`src/rtl/fepd_pkg.sv`:
```
`timescale 1ns / 1ps
// ----------------------------------------------------------------------------
// Front-end packet deframer package
// Shared constants, codes and record types of the deframer.
// ----------------------------------------------------------------------------
package fepd_pkg;

  localparam int PACKET_BYTES = 1024;
  localparam int CHIPS        = 6;
  localparam int CHANNELS     = 36;
  localparam int TEMP_WORDS   = 16;

  localparam int BLOCK_WORDS  = 2 * CHANNELS + 2;
  localparam int HEAD_WORDS   = 4;
  localparam int MIN_PACKET   = 198;
  localparam int EMPTY_PACKET = 12;
  localparam int TAIL_WORDS   = 9;

  localparam int ADDR_W  = $clog2(PACKET_BYTES);
  localparam int WIDX_W  = ADDR_W - 1;
  localparam int BC_W    = $clog2(PACKET_BYTES + 2);
  localparam int W_W     = BC_W - 1;
  localparam int BLK_W   = $clog2(PACKET_BYTES / (2 * BLOCK_WORDS) + 2);
  localparam int CHIP_IW = (CHIPS > 1) ? $clog2(CHIPS) : 1;
  localparam int POS_W   = (CHANNELS > 1) ? $clog2(CHANNELS) : 1;

  localparam int QUEUE_DEPTH = 4;
  localparam int QPTR_W      = $clog2(QUEUE_DEPTH);

  localparam logic [31:0] EVENT_HEAD  = 32'hfbeefbee;
  localparam logic [31:0] LAYER_HEAD  = 32'hfa5afa5a;
  localparam logic [31:0] PACKET_TAIL = 32'hfeeefeee;
  localparam logic [31:0] EVENT_TAIL  = 32'hfeddfedd;
  localparam logic [15:0] MARK_TEMP_END   = 16'hf002;
  localparam logic [15:0] MARK_TEMP_START = 16'hf001;
  localparam logic [4:0]  LAST_LAYER  = 5'd31;

  typedef enum logic [3:0] {
    KIND_GOOD       = 4'd0,
    KIND_EMPTY      = 4'd1,
    KIND_SMALL      = 4'd2,
    KIND_BAD_LAYER  = 4'd3,
    KIND_ODD        = 4'd4,
    KIND_TEMP_BAD   = 4'd5,
    KIND_DATA_BAD   = 4'd6,
    KIND_EVENT_TIME = 4'd7,
    KIND_CHANNEL    = 4'd8
  } kind_e;

  typedef enum logic [2:0] {
    PH_HUNT_EVENT,
    PH_HUNT_LAYER,
    PH_COLLECT,
    PH_FILLER,
    PH_LAYER,
    PH_TIME,
    PH_TAIL
  } phase_e;

  typedef enum logic [2:0] {
    ST_IDLE,
    ST_CLS_RD,
    ST_CLS_DIV,
    ST_CLS_SCAN,
    ST_DRN_RD,
    ST_EMIT
  } state_e;

  typedef struct packed {
    logic       command;
    logic [7:0] byte_value;
  } item_t;

  typedef struct packed {
    logic  valid;
    item_t item;
  } qlink_t;

  // first member lands in the top bits, so layer sits at bit 0
  typedef struct packed {
    logic [15:0] trigger_id;
    logic [31:0] word_value;
    logic [11:0] charge_low;
    logic [11:0] charge_high;
    logic        gain_flag;
    logic        hit_flag;
    logic [15:0] bcid;
    logic [5:0]  channel;
    logic [2:0]  chip;
    logic [4:0]  layer;
  } data_t;

  localparam int DATA_W = $bits(data_t);

  typedef struct packed {
    kind_e kind;
    logic  last;
    data_t data;
  } rec_t;

endpackage

```
`src/rtl/fepd_queue.sv`:
```
`timescale 1ns / 1ps
// ----------------------------------------------------------------------------
// Deframer request queue
// Short FIFO between the stream input and the processing engine.
// ----------------------------------------------------------------------------
module fepd_queue (
  input  logic            clk_i,
  input  logic            rst_ni,
  input  logic            s_tvalid_i,
  output logic            s_tready_o,
  input  fepd_pkg::item_t s_item_i,
  input  logic            pop_i,
  output fepd_pkg::qlink_t head_o
);

  fepd_pkg::item_t mem_q [fepd_pkg::QUEUE_DEPTH];
  logic [fepd_pkg::QPTR_W-1:0] wptr_q, rptr_q;
  logic [fepd_pkg::QPTR_W:0]   cnt_q;
  logic push, pop;

  assign s_tready_o = (cnt_q != (fepd_pkg::QPTR_W+1)'(fepd_pkg::QUEUE_DEPTH));
  assign push = s_tvalid_i && s_tready_o;
  assign pop  = pop_i && (cnt_q != '0);

  assign head_o.valid = (cnt_q != '0);
  assign head_o.item  = mem_q[rptr_q];

  always_ff @(posedge clk_i or negedge rst_ni) begin
    if (!rst_ni) begin
      wptr_q <= '0;
      rptr_q <= '0;
      cnt_q  <= '0;
    end else begin
      if (push) wptr_q <= wptr_q + 1'b1;
      if (pop)  rptr_q <= rptr_q + 1'b1;
      if (push && !pop)      cnt_q <= cnt_q + 1'b1;
      else if (pop && !push) cnt_q <= cnt_q - 1'b1;
    end
  end

  always_ff @(posedge clk_i) begin
    if (push) mem_q[wptr_q] <= s_item_i;
  end

endmodule

```
`config.mk`:
```
export PLATFORM = sky130hd
export DESIGN_NAME = fepd_queue
export DESIGN_NICKNAME = d
export VERILOG_FILES = /design/src/rtl/fepd_pkg.sv /design/src/rtl/fepd_queue.sv
export SDC_FILE = /design/constraint.sdc
export NUM_CORES = 1
export LEC_CHECK = 0
export BUFFER_PORTS_ARGS = -buffer_cell sky130_fd_sc_hd__buf_2
export CELL_PAD_IN_SITES_DETAIL_PLACEMENT = 1
export CELL_PAD_IN_SITES_GLOBAL_PLACEMENT = 1
export CORE_MARGIN = 2
export CORE_UTILIZATION = 43
export CTS_CLUSTER_SIZE = 12
export DETAILED_ROUTE_END_ITERATION = 8
export PLACE_DENSITY_LB_ADDON = 0.3
export SYNTH_ARGS = -nofsm -noshare
export SYNTH_HDL_FRONTEND = slang
export SYNTH_SLANG_ARGS = --single-unit
export TNS_END_PERCENT = 30
```
`constraint.sdc`:
```
create_clock -name clk_i -period 1.7 [get_ports clk_i]
set_input_delay 0.34 -clock clk_i [delete_from_list [all_inputs] [get_ports clk_i]]
set_output_delay 0.34 -clock clk_i [all_outputs]
set_load 0.02 [all_outputs]
```
# Word-level counts from Yosys, hierarchy flattened
# Memories as Yosys holds them, arrays and structs flattened.
# Cells that the tools add are included.
# op_classes
muxes	4
n_eq_ne	1
reduce_logical	8
n_addsub	4
# op_table
cell	n
2-to-1 mux 3 bit	2
adder 2 x 1 -> 2 bit, second input constant	2
logical AND 1 bit	4
adder 3 x 1 -> 3 bit, second input constant	1
inequality test 3 bit, second input constant	1
nonzero test 3 bit	1
subtractor 3 x 1 -> 3 bit, second input constant	1
zero test 1 bit	2
2-to-1 mux 1 bit	2
nonzero test 2 bit	1
# totals
output_inout_bits	11
ff_bits	7
inputBits	13
elab_cells	21
n_memories	1
mem_bits_rw	36
# mem_list
name	words	word_bits	rd	rd_ports_with_merged_regs	write_ports	line	text
mem_q	4	9	1	0	1	fepd_queue.sv:16	fepd_pkg::item_t mem_q [fepd_pkg::QUEUE_DEPTH];

# Longest topological paths before layout
# depth
word_depth	6
depth_mapped	8
depth_no_buf	8

# Least setup slack after synthesis
# OpenSTA, ideal clock, no wires.
# synth_path
kind	reg-to-reg
startpoint	reg cnt_q[2] in the netlist's numbering
endpoint	reg cnt_q[2] in the netlist's numbering
slack_ps	-284
path_stages_with_launch	9
setup_ps	79
path_buffers	0
arrival_ps	1904
period_less_slack_ps	1984
required_time_ps	1621
path_cell_list	dfrtp_1 or3_4 nand2_4 ha_1 inv_1 fa_1 xor2_1 nor2_1 xor2_1
# synth_lines
item	line	text
start, declared	fepd_queue.sv:18	logic [fepd_pkg::QPTR_W:0] cnt_q;
start signal, assigned	fepd_queue.sv:36	if (push && !pop) cnt_q <= cnt_q + 1'b1;
start signal, assigned	fepd_queue.sv:37	else if (pop && !push) cnt_q <= cnt_q - 1'b1;

# Final worst setup path
# layout_path
startpoint	reg cnt_q[0] in the netlist's numbering
endpoint	reg cnt_q[2] in the netlist's numbering
# layout_between
elab_chain_cells	5
word_cells_on_any_way	13
cone_classes	2 x add/sub; 1 x eq/ne; 2 x mux; 8 x reduce/logical
# layout_rtl
item
branches (longest 5 deep; another with subtractor 3 x 1 -> 3 bit)
# Parallel ways; which one is timed is not known. The select of a mux whose other input is x is not followed.
# A chain may end at the register's enable or synchronous reset.

==> flow_metrics.tcl <==
set metrics [dict create \
    grt-ovfl-total 0 \
    synth_area_mm2 0.001733 \
    path_cells "or3_4 -> nand2_4 -> ha_4 -> inv_2 -> fa_2 -> xor2_1 -> nor2_1 -> xor2_1" \
    n_antenna_cell 0 \
    hold_viol 0 \
    synthesis.nets 101 \
    setup_ws_ns -0.1629 \
    chipWidth_um 67.48 \
    ys_ff_latch 43 \
    cts_sinks 43 \
    cts_buffer_depth 2 \
    grt_max_degree 14 \
    synth_top_area_share 0.6238 \
    worstSkewPairLatency_ns 0.29 \
    grt_usage 0.1581 \
    area_delta_synth_final_pct 24.91 \
    numCtsBuffers 5 \
    final_common_cell "edfxtp_1" \
    grt_first_pass_wirelength_um 4864 \
    dr_total_vias 855 \
    power_density_mw_per_mm2 1775 \
    finalCritPeriodShare 1.096 \
    finalSetupTns_ns -1.460 \
    relSlewSlack 0.8140 \
    drc_errors 0 \
    yosys-top-cells-area "edfxtp_1, mux4_2, dfrtp_1" \
    cts_root_buf "clkbuf_8" \
    place.gp.congestion 0.6574 \
    ys_warn_count 0 \
    start_util 0.4395 \
    startpoint "cnt_q[0]" \
    end_kind "flip-flop" \
    layout_common_cells "edfxtp_1, buf_2, buf_4" \
    startpoint_type "flip-flop" \
    die-area_mm2 0.004554 \
    fin_util 0.5490 \
    syn_avg_cell_area_um2 21.13 \
    drv_slew 0 \
    cpMostUsedCell "xor2_1" \
    coreArea_mm2 0.003943 \
    path_clk_slew_ns 0.08 \
    rsz0062_at_grt "true" \
    hpwlAfterDp_um 2145 \
    portBuffers 23 \
    die_height_um 67.48 \
    max_freq_ghz 0.5368 \
    synth_top_cell_by_area "edfxtp_1" \
    synth_cell_type_count 19 \
    path_max_fanout 2 \
    final_net_count 145 \
    slowest_delay_ns 0.41 \
    row_count 23 \
    violations "setup timing" \
    fill_cells 370 \
    crit_required_ns 1.92 \
    wl_per_cell_um 16.84 \
    hp-start "s_item_i[7]" \
    p_leak_nw 0.8169 \
    tightest_slew_ns 0.2790 \
    grt_pass1_vias 983 \
    h-tree-depth 2 \
    cp_slowest_cell "or3_4" \
    critPathArrivalTime_ns 2.08 \
    timing.rr.start "cnt_q[0]" \
    dr.pass1.iters 3 \
    wirelength_um 2980 \
    syn_inst 82 \
    ant_nets 0 \
    fin_crit_ns 1.863 \
    max_cap_violations 0 \
    cts_tree "built" \
    drive_gt1_frac 0.5354 \
    ioPinCount 24 \
    antenna_found_initial 0 \
    ir_drop_uv 1033 \
    hp-class "primary input to flip-flop" \
    path_class "flip-flop to flip-flop" \
    finalClockSkew_ns 0.004044 \
    avgViaCountPerCell 4.831 \
    reg2reg_setup_slack_ns -0.16 \
    drtIter0Drc 58 \
    outcome "finished, violations left" \
    setup_viol 11 \
    seq_area_frac_synth 0.7249 \
]
-- logic make-up after synthesis --
group / share of synthesized area
flip-flops: 0.7249
multiplexers: 0.1321
AND/OR/NAND/NOR: 0.04260
XOR/XNOR: 0.03032
adder cells (fa/ha/maj): 0.04765
buffers and inverters: 0.01588
AO/OA/AOI/OAI: 0.006498
-- synthesized netlist by cell type --
cell      count
or3_4         1
xor2_1        2
and2_2        4
fa_1          1
nand2_1       1
buf_2         1
nor2_1        2
nand3_2       1
buf_6         1
edfxtp_1     36
mux2_4        1
a21boi_2      1
inv_1         3
dfrtp_1       7
mux4_2        9
nand2_4       1
mux2_2        1
ha_1          5
xnor2_1       4
-- per-stage QoR --
stage | hold slack [ns] | total power, mW | worst slack (ns) | instances | instance area, um2
floorplan | 0.04441 | 2.543 | -0.2004 | 82 | 1748
global placement | 0.1830 | 3.020 | -0.1212 | 166 | 2007
detailed placement | 0.1861 | 3.102 | -0.1739 | 166 | 2007
CTS | 0.2466 | 3.855 | -0.1705 | 177 | 2147
global route | 0.2480 | 4.090 | -0.2672 | 177 | 2165
finish | 0.2542 | 3.843 | -0.1629 | 177 | 2165
-- routing by layer --
metal  GRT usage  up-vias  part of all wire
met5           0        -                 0
met4     0.07653        0             0.022
met3     0.04500        5             0.034
met2      0.2561       16              0.53
met1      0.1948      436              0.41
li1            -      398                 -
-- worst max-delay path, delay by kind of cell (launching register included) --
kind	cells	cell delay [ns]
XOR/XNOR	2	0.30
adder cells (fa/ha/maj)	2	0.45
buffers and inverters	1	0.03
flip-flops	1	0.38
AND/OR/NAND/NOR	3	0.61
-- state kept, by name, summed over array words and instances (netlist names) --
signal and cells:
cnt_q 3, mem_q 36, rptr_q 2, wptr_q 2
-- repair_timing --
item	4_1_cts	5_1_grt
setup buffers	2	0
endpoints found under the setup margin	12	13
gates resized for setup	10	5
pin swaps	3	0
endpoints found under the hold margin	7	0
hold buffers	1	0
-- path summary, 6_finish.rpt --
check	end	cells after the start
max in group asynchronous	rptr_q[1]	2
max reg2reg	cnt_q[2]	8
min reg2reg	wptr_q[1]	1
max	cnt_q[2]	8
min	mem_q[1][7]	1
min in group asynchronous	cnt_q[1]	2
-- final cells by class --
class / instances / area [um2] / area share
timing repair buffer: 39 / 274.0 / 0.1266
tap: 50 / 62.56 / 0.02890
clock inverter: 2 / 12.51 / 0.005780
inverter: 3 / 11.26 / 0.005202
multi-input combinational: 34 / 475.5 / 0.2197
clock buffer: 6 / 72.57 / 0.03353
sequential: 43 / 1256 / 0.5803
-- power breakdown --
part | switching (mW) | internal [mW] | total [mW]
logic | 0.818 | 0.873 | 1.69
clock network | 0.340 | 0.287 | 0.627
registers | 0.0981 | 1.43 | 1.52
total | 1.26 | 2.59 | 3.84
Power figures use the tool's default switching activity.
